### config.mk
export PLATFORM = sky130hd
export DESIGN_NAME = arm_conditional_alu_with_shifter
export DESIGN_NICKNAME = d
export VERILOG_FILES = /design/src/hw/rtl/acaws_pkg.sv /design/src/hw/rtl/acaws_shifter.sv /design/src/hw/rtl/acaws_alu.sv /design/src/hw/rtl/arm_conditional_alu_with_shifter.sv
export SDC_FILE = /design/constraint.sdc
export NUM_CORES = 1
export LEC_CHECK = 0
export ABC_AREA = 1
export BUFFER_PORTS_ARGS = -buffer_cell sky130_fd_sc_hd__buf_2
export CAP_MARGIN = 20
export CORE_ASPECT_RATIO = 0.8
export CORE_MARGIN = 8
export CORE_UTILIZATION = 35
export DETAILED_ROUTE_END_ITERATION = 6
export SLEW_MARGIN = 10
export SYNTH_ARGS = -nofsm -noshare
export SYNTH_HDL_FRONTEND = slang
export SYNTH_SLANG_ARGS = --single-unit
### constraint.sdc
create_clock -name clk -period 4.79 [get_ports clk]
set_clock_uncertainty 0.1 [all_clocks]
set_input_delay 0.958 -clock clk [delete_from_list [all_inputs] [get_ports clk]]
set_output_delay 0.958 -clock clk [all_outputs]
set_load 0.05 [all_outputs]
### src/hw/rtl/acaws_pkg.sv
// Shared types, opcodes and field layout for the conditional ALU with shifter.
package acaws_pkg;

  localparam int unsigned DataW = 32;
  localparam int unsigned AmtW  = 8;

  // Flag bit positions inside the NZCV register
  localparam int unsigned FlagN = 3;
  localparam int unsigned FlagZ = 2;
  localparam int unsigned FlagC = 1;
  localparam int unsigned FlagV = 0;

  typedef enum logic [3:0] {
    OP_AND = 4'd0,  OP_EOR = 4'd1,  OP_SUB = 4'd2,  OP_RSB = 4'd3,
    OP_ADD = 4'd4,  OP_ADC = 4'd5,  OP_SBC = 4'd6,  OP_RSC = 4'd7,
    OP_TST = 4'd8,  OP_TEQ = 4'd9,  OP_CMP = 4'd10, OP_CMN = 4'd11,
    OP_ORR = 4'd12, OP_MOV = 4'd13, OP_BIC = 4'd14, OP_MVN = 4'd15
  } alu_op_t;

  typedef enum logic [3:0] {
    COND_EQ = 4'd0,  COND_NE = 4'd1,  COND_CS = 4'd2,  COND_CC = 4'd3,
    COND_MI = 4'd4,  COND_PL = 4'd5,  COND_VS = 4'd6,  COND_VC = 4'd7,
    COND_HI = 4'd8,  COND_LS = 4'd9,  COND_GE = 4'd10, COND_LT = 4'd11,
    COND_GT = 4'd12, COND_LE = 4'd13, COND_AL = 4'd14, COND_NV = 4'd15
  } cond_t;

  typedef enum logic [2:0] {
    SK_IMM = 3'd0, SK_REG = 3'd1, SK_LSL = 3'd2, SK_LSR = 3'd3,
    SK_ASR = 3'd4, SK_ROR = 3'd5, SK_RRX = 3'd6
  } shift_kind_t;

  typedef enum logic [1:0] {
    FAULT_NONE     = 2'd0,
    FAULT_NV       = 2'd1,
    FAULT_PC_FLAGS = 2'd2
  } fault_t;

  // Decoded instruction held in the input register
  typedef struct packed {
    alu_op_t          func;
    cond_t            cond_code;
    logic             set_flags;
    logic             dest_is_pc;
    shift_kind_t      shift_kind;
    logic [AmtW-1:0]  shift_amount;
    logic             imm_rotated;
    logic [DataW-1:0] first_operand;
    logic [DataW-1:0] second_operand;
  } instr_t;

  // Shifter operand and its carry-out
  typedef struct packed {
    logic [DataW-1:0] op2;
    logic             carry;
  } shift_res_t;

  // Everything one instruction produces
  typedef struct packed {
    logic [DataW-1:0] alu_value;
    logic             write_dest;
    logic [3:0]       nzcv;
    fault_t           fault;
  } exec_res_t;

endpackage

### src/hw/rtl/acaws_shifter.sv
// Barrel shifter: forms the second ALU operand and the shifter carry-out.
module acaws_shifter
  import acaws_pkg::*;
(
  input  shift_kind_t      shift_kind,
  input  logic [AmtW-1:0]  shift_amount,
  input  logic             imm_rotated,
  input  logic [DataW-1:0] operand,
  input  logic             carry_in,
  output shift_res_t       result
);

  logic [4:0]              amt_lo;
  logic                    amt_zero;
  logic                    amt_32;
  logic                    amt_big;
  logic [DataW:0]          lsl_w;
  logic [DataW:0]          lsr_w;
  logic signed [DataW:0]   asr_w;
  logic [2*DataW-1:0]      ror_w;

  assign amt_lo   = shift_amount[4:0];
  assign amt_zero = (shift_amount == '0);
  assign amt_32   = (shift_amount == AmtW'(DataW));
  assign amt_big  = (shift_amount > AmtW'(DataW));

  // Widened shifts keep the last bit shifted out next to the result
  assign lsl_w = {1'b0, operand} << amt_lo;
  assign lsr_w = {operand, 1'b0} >> amt_lo;
  assign asr_w = $signed({operand, 1'b0}) >>> amt_lo;
  assign ror_w = {operand, operand} >> amt_lo;

  // Select operand and carry by shift kind
  always_comb begin
    result.op2   = operand;
    result.carry = carry_in;
    case (shift_kind)
      SK_IMM: begin
        if (imm_rotated) result.carry = operand[DataW-1];
      end
      SK_LSL: begin
        if (amt_32) begin
          result.op2   = '0;
          result.carry = operand[0];
        end else if (amt_big) begin
          result.op2   = '0;
          result.carry = 1'b0;
        end else if (!amt_zero) begin
          result.op2   = lsl_w[DataW-1:0];
          result.carry = lsl_w[DataW];
        end
      end
      SK_LSR: begin
        if (amt_32) begin
          result.op2   = '0;
          result.carry = operand[DataW-1];
        end else if (amt_big) begin
          result.op2   = '0;
          result.carry = 1'b0;
        end else if (!amt_zero) begin
          result.op2   = lsr_w[DataW:1];
          result.carry = lsr_w[0];
        end
      end
      SK_ASR: begin
        if (amt_32 || amt_big) begin
          result.op2   = {DataW{operand[DataW-1]}};
          result.carry = operand[DataW-1];
        end else if (!amt_zero) begin
          result.op2   = asr_w[DataW:1];
          result.carry = asr_w[0];
        end
      end
      SK_ROR: begin
        // Bit 31 of the rotated word is the last bit rotated out
        if (!amt_zero) begin
          result.op2   = ror_w[DataW-1:0];
          result.carry = ror_w[DataW-1];
        end
      end
      SK_RRX: begin
        result.op2   = {carry_in, operand[DataW-1:1]};
        result.carry = operand[0];
      end
      default: begin
        result.op2   = operand;
        result.carry = carry_in;
      end
    endcase
  end

endmodule

### src/hw/rtl/acaws_alu.sv
// Condition check, ALU opcodes and next NZCV for one instruction.
module acaws_alu
  import acaws_pkg::*;
(
  input  instr_t     instr,
  input  logic [3:0] nzcv,
  input  shift_res_t shift,
  output exec_res_t  result
);

  logic             n, z, c, v;
  logic             cond_pass;
  logic             is_compare;
  logic [DataW-1:0] add_x;
  logic [DataW-1:0] add_y;
  logic             add_cin;
  logic [DataW:0]   sum;
  logic             add_ovf;
  logic             is_arith;
  logic [DataW-1:0] res;
  logic             c_new;
  logic             v_new;
  logic             upd;

  assign n = nzcv[FlagN];
  assign z = nzcv[FlagZ];
  assign c = nzcv[FlagC];
  assign v = nzcv[FlagV];

  // Evaluate the condition field against the current flags
  always_comb begin
    unique case (instr.cond_code)
      COND_EQ: cond_pass = z;
      COND_NE: cond_pass = !z;
      COND_CS: cond_pass = c;
      COND_CC: cond_pass = !c;
      COND_MI: cond_pass = n;
      COND_PL: cond_pass = !n;
      COND_VS: cond_pass = v;
      COND_VC: cond_pass = !v;
      COND_HI: cond_pass = c && !z;
      COND_LS: cond_pass = !c || z;
      COND_GE: cond_pass = (n == v);
      COND_LT: cond_pass = (n != v);
      COND_GT: cond_pass = !z && (n == v);
      COND_LE: cond_pass = z || (n != v);
      COND_AL: cond_pass = 1'b1;
      COND_NV: cond_pass = 1'b0;
      default: cond_pass = 1'b0;
    endcase
  end

  // Steer operands into the single adder
  always_comb begin
    add_x    = instr.first_operand;
    add_y    = shift.op2;
    add_cin  = 1'b0;
    is_arith = 1'b1;
    unique case (instr.func)
      OP_SUB, OP_CMP: begin
        add_y   = ~shift.op2;
        add_cin = 1'b1;
      end
      OP_RSB: begin
        add_x   = shift.op2;
        add_y   = ~instr.first_operand;
        add_cin = 1'b1;
      end
      OP_ADD, OP_CMN: add_cin = 1'b0;
      OP_ADC: add_cin = c;
      OP_SBC: begin
        add_y   = ~shift.op2;
        add_cin = c;
      end
      OP_RSC: begin
        add_x   = shift.op2;
        add_y   = ~instr.first_operand;
        add_cin = c;
      end
      default: is_arith = 1'b0;
    endcase
  end

  assign sum     = {1'b0, add_x} + {1'b0, add_y} + {{DataW{1'b0}}, add_cin};
  assign add_ovf = ~(add_x[DataW-1] ^ add_y[DataW-1]) & (add_x[DataW-1] ^ sum[DataW-1]);

  // Logical opcodes and result flags
  always_comb begin
    res = sum[DataW-1:0];
    case (instr.func)
      OP_AND, OP_TST: res = instr.first_operand & shift.op2;
      OP_EOR, OP_TEQ: res = instr.first_operand ^ shift.op2;
      OP_ORR:         res = instr.first_operand | shift.op2;
      OP_MOV:         res = shift.op2;
      OP_BIC:         res = instr.first_operand & ~shift.op2;
      OP_MVN:         res = ~shift.op2;
      default:        res = sum[DataW-1:0];
    endcase
    c_new = is_arith ? sum[DataW] : shift.carry;
    v_new = is_arith ? add_ovf : v;
  end

  assign is_compare = (instr.func == OP_TST) || (instr.func == OP_TEQ) ||
                      (instr.func == OP_CMP) || (instr.func == OP_CMN);

  // Decide write, flag update and fault
  always_comb begin
    result.alu_value  = '0;
    result.write_dest = 1'b0;
    result.nzcv       = nzcv;
    result.fault      = FAULT_NONE;
    upd               = 1'b0;
    if (instr.cond_code == COND_NV) begin
      result.fault = FAULT_NV;
    end else if (cond_pass) begin
      if (is_compare) begin
        upd = 1'b1;
      end else begin
        result.write_dest = 1'b1;
        result.alu_value  = res;
        if (instr.set_flags && instr.dest_is_pc) result.fault = FAULT_PC_FLAGS;
        else if (instr.set_flags) upd = 1'b1;
      end
    end
    if (upd) result.nzcv = {res[DataW-1], (res == '0), c_new, v_new};
  end

endmodule

### src/hw/rtl/arm_conditional_alu_with_shifter.sv
// Top level: execute stage for ARM data-processing instructions with NZCV state.
//
// Usage:
//   s_axis carries one decoded instruction per item (condition, opcode, S bit,
//   shift controls and both operand values); m_axis returns one result item per
//   instruction: ALU value, write enable, the NZCV flags after the instruction
//   and a fault code (NV condition, or a flag-setting write to the PC).
//   Shift rules are the same for immediate and register amounts.
// Timing:
//   An item lands in the input register, passes the shifter, condition check
//   and adder combinationally, and lands in the result register, which drives
//   m_axis_tvalid. One item per cycle is sustained while m_axis_tready is high;
//   the flag register is written as each item moves to the result register,
//   so the next item sees the updated flags with no bubble.
// Reset:
//   rst (synchronous, active high) clears both valid bits and the NZCV flags.
// Back-pressure:
//   While m_axis_tready is low a valid result holds and an item behind it
//   stays in the input register; s_axis_tready drops only when both are full.
module arm_conditional_alu_with_shifter
  import acaws_pkg::*;
(
  input  logic        clk,
  input  logic        rst,
  input  logic        s_axis_tvalid,
  output logic        s_axis_tready,
  // func[3:0] cond_code[7:4] set_flags[8] dest_is_pc[9] shift_kind[12:10]
  // shift_by_reg[13] shift_amount[21:14] imm_rotated[22]
  // first_operand[54:23] second_operand[86:55], zero fill to 88 bits
  input  logic [87:0] s_axis_tdata,
  output logic        m_axis_tvalid,
  input  logic        m_axis_tready,
  // alu_value[31:0] write_dest[32] flag_neg[33] flag_zero[34] flag_carry[35]
  // flag_ovf[36] fault[38:37], zero fill to 40 bits
  output logic [39:0] m_axis_tdata
);

  instr_t     in_reg;
  logic       in_valid;
  exec_res_t  out_reg;
  logic       out_valid;
  logic [3:0] nzcv;
  logic       advance;
  shift_res_t shift_res;
  exec_res_t  exec_res;

  // Move the input item forward when the result register is free or draining
  assign advance       = in_valid && (!out_valid || m_axis_tready);
  assign s_axis_tready = !in_valid || advance;

  // Input register
  always_ff @(posedge clk) begin
    if (rst) begin
      in_valid <= 1'b0;
    end else if (s_axis_tready) begin
      in_valid <= s_axis_tvalid;
    end
  end

  always_ff @(posedge clk) begin
    if (s_axis_tvalid && s_axis_tready) begin
      in_reg.func           <= alu_op_t'(s_axis_tdata[3:0]);
      in_reg.cond_code      <= cond_t'(s_axis_tdata[7:4]);
      in_reg.set_flags      <= s_axis_tdata[8];
      in_reg.dest_is_pc     <= s_axis_tdata[9];
      in_reg.shift_kind     <= shift_kind_t'(s_axis_tdata[12:10]);
      in_reg.shift_amount   <= s_axis_tdata[21:14];
      in_reg.imm_rotated    <= s_axis_tdata[22];
      in_reg.first_operand  <= s_axis_tdata[54:23];
      in_reg.second_operand <= s_axis_tdata[86:55];
    end
  end

  acaws_shifter u_shifter (
    .shift_kind   (in_reg.shift_kind),
    .shift_amount (in_reg.shift_amount),
    .imm_rotated  (in_reg.imm_rotated),
    .operand      (in_reg.second_operand),
    .carry_in     (nzcv[FlagC]),
    .result       (shift_res)
  );

  acaws_alu u_alu (
    .instr  (in_reg),
    .nzcv   (nzcv),
    .shift  (shift_res),
    .result (exec_res)
  );

  // Flags and result register advance together
  always_ff @(posedge clk) begin
    if (rst) begin
      nzcv      <= '0;
      out_valid <= 1'b0;
    end else begin
      if (advance) begin
        nzcv      <= exec_res.nzcv;
        out_valid <= 1'b1;
      end else if (m_axis_tready) begin
        out_valid <= 1'b0;
      end
    end
  end

  always_ff @(posedge clk) begin
    if (advance) out_reg <= exec_res;
  end

  assign m_axis_tvalid = out_valid;
  assign m_axis_tdata  = {1'b0, out_reg.fault, out_reg.nzcv[FlagV], out_reg.nzcv[FlagC],
                          out_reg.nzcv[FlagZ], out_reg.nzcv[FlagN], out_reg.write_dest,
                          out_reg.alu_value};

`ifndef ASSERT_OFF
  // A shown result always carries the flags the next instruction will see
  a_flags_match: assert property (@(posedge clk) disable iff (rst)
    out_valid |-> (out_reg.nzcv == nzcv))
    else $error("result flags differ from flag register");

  // Flags change only when an item moves to the result register
  a_flags_hold: assert property (@(posedge clk) disable iff (rst)
    !advance |=> $stable(nzcv))
    else $error("flags changed without an item advancing");

  // An NV instruction never writes a destination
  a_nv_no_write: assert property (@(posedge clk) disable iff (rst)
    (out_valid && out_reg.fault == FAULT_NV) |-> !out_reg.write_dest)
    else $error("NV condition wrote a destination");

  // A result without a write carries a zero value
  a_no_write_zero: assert property (@(posedge clk) disable iff (rst)
    (out_valid && !out_reg.write_dest) |-> (out_reg.alu_value == '0))
    else $error("nonzero value without a destination write");
`endif

endmodule
==> impl_metrics.env, run 1 <==
export IMPL_hp_class="reg -> reg"
export IMPL_worstSkewPairLatency_ns=0.48
export IMPL_routabilityCongestion=1.07
export IMPL_viasPerCell=5.71
export IMPL_grt_util_all_layers_pct=32.6
export IMPL_layout_drive_gt1_share_pct=43.8
export IMPL_synthToLayoutAreaGrowth_pct=58.3
export IMPL_synthArstFlopShare_pct=0
export IMPL_slowest_stage="edfxtp_1"
export IMPL_seq_area_frac_synth_pct=25.4
export IMPL_fin_nets=3238
export IMPL_largest_register_ffs=86
export IMPL_fmax_ghz=0.192
export IMPL_cts_buffers=17
export IMPL_routed_via_count=20900
export IMPL_htree_num_levels=4
export IMPL_dpl_instance_area_sq_um=20400
export IMPL_syn_area_per_cell_sq_um=6.37
export IMPL_dp_hpwl_um=67900
export IMPL_clockRootBuffer="clkbuf_16"
export IMPL_antenna_found_initial=3
export IMPL_initial_core_util_pct=35.4
export IMPL_gr_usage_met1_pct=48.3
export IMPL_critPathKind="reg -> reg"
export IMPL_first_iter_violations=2574
export IMPL_dieWidth_um=250
export IMPL_rsz0062_at_grt="true"
export IMPL_leakagePower_uw=0.0113
export IMPL_num_rows=68
export IMPL_yosys_most_used_dff="edfxtp_1"
export IMPL_setup_viol=16
export IMPL_wl_per_cell_um=23.8
export IMPL_arrival_ns=5.34
export IMPL_gr_total_overflow=0
export IMPL_cp_start_kind="flip-flop"
export IMPL_clockBufferDepth=2
export IMPL_syn_area_sq_um=15300
export IMPL_synth_edf_count=125
export IMPL_port_buffers=130
export IMPL_drc=0
export IMPL_violations="negative setup slack"
export IMPL_worstSetupEndpointType="flip-flop"
export IMPL_critPathMaxStageDelay_ns=0.46
export IMPL_cts_hold_buf=0
export IMPL_grt_start_max_net_pins=76
export IMPL_cap_violations=0
export IMPL_setup_slack_ns=-0.408
export IMPL_cp_max_fo=8
export IMPL_top_usage_layer="met1"
export IMPL_holdWs_ns=0.414
export IMPL_die_h_um=203
export IMPL_grt_met3_usage_pct=7.71
export IMPL_die_area_sq_um=50600
export IMPL_min_period_ns=5.20
export IMPL_firstDrtPassIters=6
export IMPL_cts_tree="yes"
export IMPL_status="finished with violations"
export IMPL_ant_nets=0
export IMPL_ys_types=61
export IMPL_clkSlewWorstSetupHoldPaths_ns=0.07
export IMPL_syn_num_nets=2556
export IMPL_irDropWorstVdd_uv=288
export IMPL_tightest_slew_ns=1.05
export IMPL_drv_slew=0
export IMPL_reg2reg_setup_slack_ns=-0.41
export IMPL_synth_seq_cells=131
export IMPL_finalHoldViolCount=0
export IMPL_ys_warnings_count=0
export IMPL_grt_pass1_vias=19700
export IMPL_drt_total_wl_um=87100
export IMPL_core_sq_um=43100
export IMPL_stdcell_area_sq_um=24200
export IMPL_synth_cells=2399
export IMPL_diodes=0
export IMPL_grt_pass1_wl_um=125000
export IMPL_min_period_over_period_pct=109
export IMPL_met2_usage_pct=46.4
export IMPL_clock_sinks=131
export IMPL_io_pins=134
export IMPL_cp_required_ns=4.93
export IMPL_slew_headroom_pct=30.2
export IMPL_power_density_nw_per_um2=262
==> stage by stage <==
step / setup WS (ns) / power [uW] / util, % / std cells / TNS, ns
finish: -0.408 / 6320 / 56.0 / 3654 / -2.89
global placement: -0.953 / 4150 / 47.2 / 3535 / -8.71
CTS: -0.143 / 5810 / 51.4 / 3606 / -0.531
detailed placement: -0.953 / 4180 / 47.2 / 3535 / -10.34
global route: -0.694 / 6610 / 56.0 / 3654 / -9.05
floorplan: 0.392 / 2820 / - / 2399 / 0
==> cell families after synthesis <==
| group | synth area share (%) |
|---|---|
| adder cells (fa/ha/maj) | 5.42 |
| multiplexers | 0.131 |
| other | 0.0246 |
| flip-flops | 25.4 |
| AO/OA/AOI/OAI | 16.0 |
| AND/OR/NAND/NOR | 43.1 |
| buffers and inverters | 9.32 |
| XOR/XNOR | 0.574 |
==> cells in the mapped netlist, types with 12 or more instances <==
library cell | number | area [sq um]
nand2_1 | 600 | 2250
nand3_1 | 465 | 2330
nor2_1 | 199 | 747
o21ai_0 | 187 | 936
inv_1 | 176 | 661
edfxtp_1 | 125 | 3750
a21oi_1 | 96 | 480
ha_1 | 63 | 788
nand2_2 | 53 | 332
clkbuf_1 | 43 | 161
buf_2 | 35 | 175
o21ai_1 | 35 | 175
nand4_1 | 34 | 213
or2_2 | 25 | 156
a211oi_1 | 24 | 180
o211ai_1 | 18 | 135
inv_2 | 17 | 63.8
buf_4 | 15 | 113
a31oi_1 | 13 | 81.3
buf_6 | 12 | 135
nor3_1 | 12 | 60.1
==> power breakdown <==
| group | switching [uW] | internal [uW] | leakage (uW) | total, uW |
|---|---|---|---|---|
| logic | 2030 | 1490 | 0.00979 | 3510 |
| registers | 59.8 | 1350 | 0.00126 | 1410 |
| clock network | 693 | 708 | 0.000297 | 1400 |
==> layout make-up <==
type / instances / area (sq um)
Fill cell: 4148 / 19000
Multi-Input combinational cell: 1952 / 12200
Timing Repair Buffer: 781 / 6010
Sequential cell: 131 / 3870
Inverter: 197 / 783
Tap cell: 560 / 701
Clock buffer: 17 / 425
Clock inverter: 15 / 179
Timing Repair inverter: 1 / 16.3
==> path summary, 6_finish.rpt <==
kind,depth (start not counted),start,end
setup / recovery,33,in_reg[65],m_axis_tdata[34]
setup reg to reg,33,in_reg[65],m_axis_tdata[34]
hold / removal,2,m_axis_tvalid,m_axis_tvalid
hold reg to reg,2,m_axis_tvalid,m_axis_tvalid
==> worst max-delay path: cells and delay by family, from the launching register on <==
kind / cells / cell delay [ns]
compound gates: 8 / 1.40
fa+ha+maj: 1 / 0.43
buf+inv: 8 / 1.05
flops: 1 / 0.46
simple gates: 16 / 1.50
==> what timing repair did <==
| item | in CTS | in global routing |
|---|---|---|
| setup buffers | 35 | 50 |
| setup endpoints to repair | 29 | 30 |
| pin swaps | 57 | 185 |
| gates resized for setup | 236 | 412 |
| cloned | 4 | 2 |
==> routing by layer <==
| metal | routed length [um] | share of wire [%] |
|---|---|---|
| met1 | 40500 | 46 |
| met2 | 35200 | 40 |
| met3 | 9260 | 11 |
| met4 | 2140 | 2.5 |
| met5 | 0 | 0 |
==> layout by cell type (no fill, tap or decap), types with 23 or more instances in the layout <==
cell,count
a21oi_1,71
edfxtp_1,125
inv_1,162
nand3_2,101
ha_1,56
buf_2,130
o21ai_0,126
a211oi_1,24
nor2_2,39
nor2_1,159
buf_4,592
o21ai_2,29
buf_6,31
nand2_2,146
inv_2,28
nand2_4,32
o21ai_1,61
or2_2,23
nand4_1,34
nand3_4,36
nand3_1,338
nand2_1,476
Note: power is estimated with default switching activity, not from simulation.
==> run 2, diff against run 1 <==
- ABC_AREA: 1 -> not set
- SLEW_MARGIN: 10 -> not set
- SYNTH_HIERARCHICAL: not set -> 1
==> impl_metrics.env, run 2 <==
export IMPL_status="finished with violations"
export IMPL_violations="negative setup slack"
export IMPL_hp_class="reg -> reg"
export IMPL_clkSlewWorstSetupHoldPaths_ns=0.08
export IMPL_num_rows=70
export IMPL_cts_tree="yes"
export IMPL_synth_area_leader_cell="edfxtp_1"
export IMPL_cp_start_kind="flip-flop"
export IMPL_synth_cells=1937
export IMPL_utilization_pct=53.8
export IMPL_viasPerCell=6.20
export IMPL_leakagePower_uw=0.0103
export IMPL_critPathKind="reg -> reg"
export IMPL_cap_violations=0
export IMPL_synth_area_top_cells="edfxtp_1 23%, mux4_2 10%, o21ai_0 5.9%, ha_1 4.8%, nand2_1 4.3%"
export IMPL_cts_hold_buf=0
export IMPL_seq_area_frac_synth_pct=23.7
export IMPL_die_h_um=209
export IMPL_power_density_nw_per_um2=266
export IMPL_drc=0
export IMPL_layout_common_cells="663 x buf_4, 183 x nand2_1, 141 x o21ai_0, 130 x buf_2, 129 x nor2_1"
export IMPL_setup_slack_ns=-1.28
export IMPL_rsz0062_at_grt="true"
export IMPL_port_buffers=130
export IMPL_stdcell_count=3243
export IMPL_clock_sinks=131
export IMPL_ant_nets=0
export IMPL_initial_core_util_pct=35.6
export IMPL_holdCritStartpoint="in_valid"
export IMPL_r2r_start="in_reg[65]"
export IMPL_dp_hpwl_um=67500
export IMPL_layout_drive_gt1_share_pct=46.9
export IMPL_drt_total_wl_um=87000
export IMPL_arrival_ns=6.39
export IMPL_ys_warnings_count=6
export IMPL_reg2regPathDepth=26
export IMPL_min_period_over_period_pct=127
export IMPL_slew_headroom_pct=45.4
export IMPL_routed_via_count=20100
export IMPL_antenna_found_initial=1
export IMPL_synthMostInstantiatedCell="o21ai_0"
export IMPL_drv_slew=0
export IMPL_finalHoldViolCount=0
export IMPL_routabilityCongestion=1.03
export IMPL_grt_pass1_vias=19700
export IMPL_cp_max_fo=8
export IMPL_htree_num_levels=4
export IMPL_synthArstFlopShare_pct=0
export IMPL_syn_area_per_cell_sq_um=8.43
export IMPL_ys_types=103
export IMPL_cp_required_ns=5.11
export IMPL_fin_nets=2773
export IMPL_grt_util_all_layers_pct=31.0
export IMPL_core_sq_um=45900
export IMPL_cpLargestDelayFamily="compound AO/OA/AOI/OAI gates"
export IMPL_largest_register_ffs=86
export IMPL_critPathMaxStageDelay_ns=0.55
export IMPL_wl_per_cell_um=26.8
export IMPL_syn_num_nets=2094
export IMPL_fmax_ghz=0.165
export IMPL_worstSkewPairLatency_ns=0.49
export IMPL_clockRootBuffer="clkbuf_16"
export IMPL_min_path_cells=2
export IMPL_synthToLayoutAreaGrowth_pct=51.2
export IMPL_gr_total_overflow=0
export IMPL_firstDrtPassIters=7
export IMPL_first_iter_violations=2758
export IMPL_dpl_cell_count=3124
export IMPL_irDropWorstVdd_uv=294
export IMPL_netlist_top_cells_count="193 x o21ai_0, 189 x nand2_1, 142 x nor2_1"
export IMPL_worstSetupEndpointType="flip-flop"
export IMPL_cts_buffers=17
export IMPL_tightest_slew_ns=0.808
export IMPL_setup_viol=33
export IMPL_r2r_end="nzcv[2]"
export IMPL_grt_start_max_net_pins=52
export IMPL_die_area_sq_um=53900
export IMPL_yosys_most_used_dff="edfxtp_1"
export IMPL_slowest_stage="mux4_2"
export IMPL_post_place_ws_ns=-1.82
export IMPL_syn_area_sq_um=16300
export IMPL_synth_edf_count=125
export IMPL_synth_top_area_share_pct=23.0
export IMPL_clockBufferDepth=2
export IMPL_layout_commonest_cell="buf_4"
export IMPL_dieWidth_um=257
export IMPL_min_period_ns=6.07
export IMPL_cp_num_buf_inv=5
export IMPL_synth_seq_cells=131
export IMPL_io_pins=134
export IMPL_hold_end="in_valid"
export IMPL_reg2reg_setup_slack_ns=-1.28
export IMPL_grt_pass1_wl_um=127000
run 2: cell types whose count changed in the layout (fill, tap and decap cells not counted), moves of 31 or more:
cell,change
mux2_2,+36
nand3_4,-35
mux4_2,+74
nand2_2,-140
buf_4,+71
nand3_2,-97
mux2i_1,+43
nand2_1,-293
nand3_1,-292
inv_1,-77
nand2_4,-31
run 2: what timing repair did:
item,4_1_cts,5_1_grt
resized for setup,226,123
pin swaps,80,55
setup buffers,60,26
cloned,2,1
setup endpoints to repair,35,37
run 2: cells by family after synthesis:
kind of cell             after synthesis  share of synthesized area (%)
AO/OA/AOI/OAI                        653                           26.3
buffers and inverters                274                           7.29
XOR/XNOR                              27                           1.45
flip-flops                           131                           23.7
multiplexers                         200                           18.5
AND/OR/NAND/NOR                      586                           17.7
adder cells (fa/ha/maj)               65                           5.07
other                                  1                         0.0230
run 2: tightest hold or removal path: stages (launching register included):
cell and delay, ns:
dfxtp_1 0.36, nand2_1 0.10, a21oi_1 0.06
run 2: layout make-up:
cell class | instances | area [sq um]
Fill cell | 4262 | 21200
Multi-Input combinational cell | 1532 | 12600
Timing Repair Buffer | 845 | 6500
Sequential cell | 131 | 3870
Tap cell | 612 | 766
Clock buffer | 17 | 425
Inverter | 89 | 335
Clock inverter | 15 | 161
Antenna cell | 2 | 5.00
run 2: metrics by stage:
step / setup TNS [ns] / hold WS, ns / total power (uW) / cell area [sq um]
floorplan: -3.25 / 0.392 / 3020 / 16500
global placement: -29.94 / 0.424 / 4470 / 22000
detailed placement: -32.73 / 0.459 / 4510 / 22000
CTS: -18.49 / 0.470 / 6240 / 23900
global route: -25.21 / 0.503 / 6820 / 24700
finish: -20.74 / 0.461 / 6570 / 24700
run 2: layer usage:
| layer | share of wire, % | wire length [um] | GRT usage [%] |
|---|---|---|---|
| met5 | 0.023 | 20 | 0 |
| met4 | 2.6 | 2290 | 9.47 |
| met3 | 13 | 11100 | 9.62 |
| met2 | 41 | 36000 | 44.2 |
| met1 | 43 | 37600 | 44.2 |
run 2: how the worst max path moves through the flow:
| stage | from | to | depth (start not counted) |
|---|---|---|---|
| after detailed placement | in_reg[65] | nzcv[2] | 24 |
| final | in_reg[65] | nzcv[2] | 26 |
| after floorplan | in_reg[65] | nzcv[2] | 24 |
| after global routing | in_reg[65] | nzcv[2] | 26 |
| after CTS | in_reg[65] | nzcv[2] | 25 |
| after global placement | in_reg[65] | nzcv[2] | 23 |
run 2: report_power, final:
group	switching [uW]	leakage (uW)	internal, uW
registers	59.8	0.00125	1350
clock network	675	0.000281	694
logic	2010	0.00874	1780
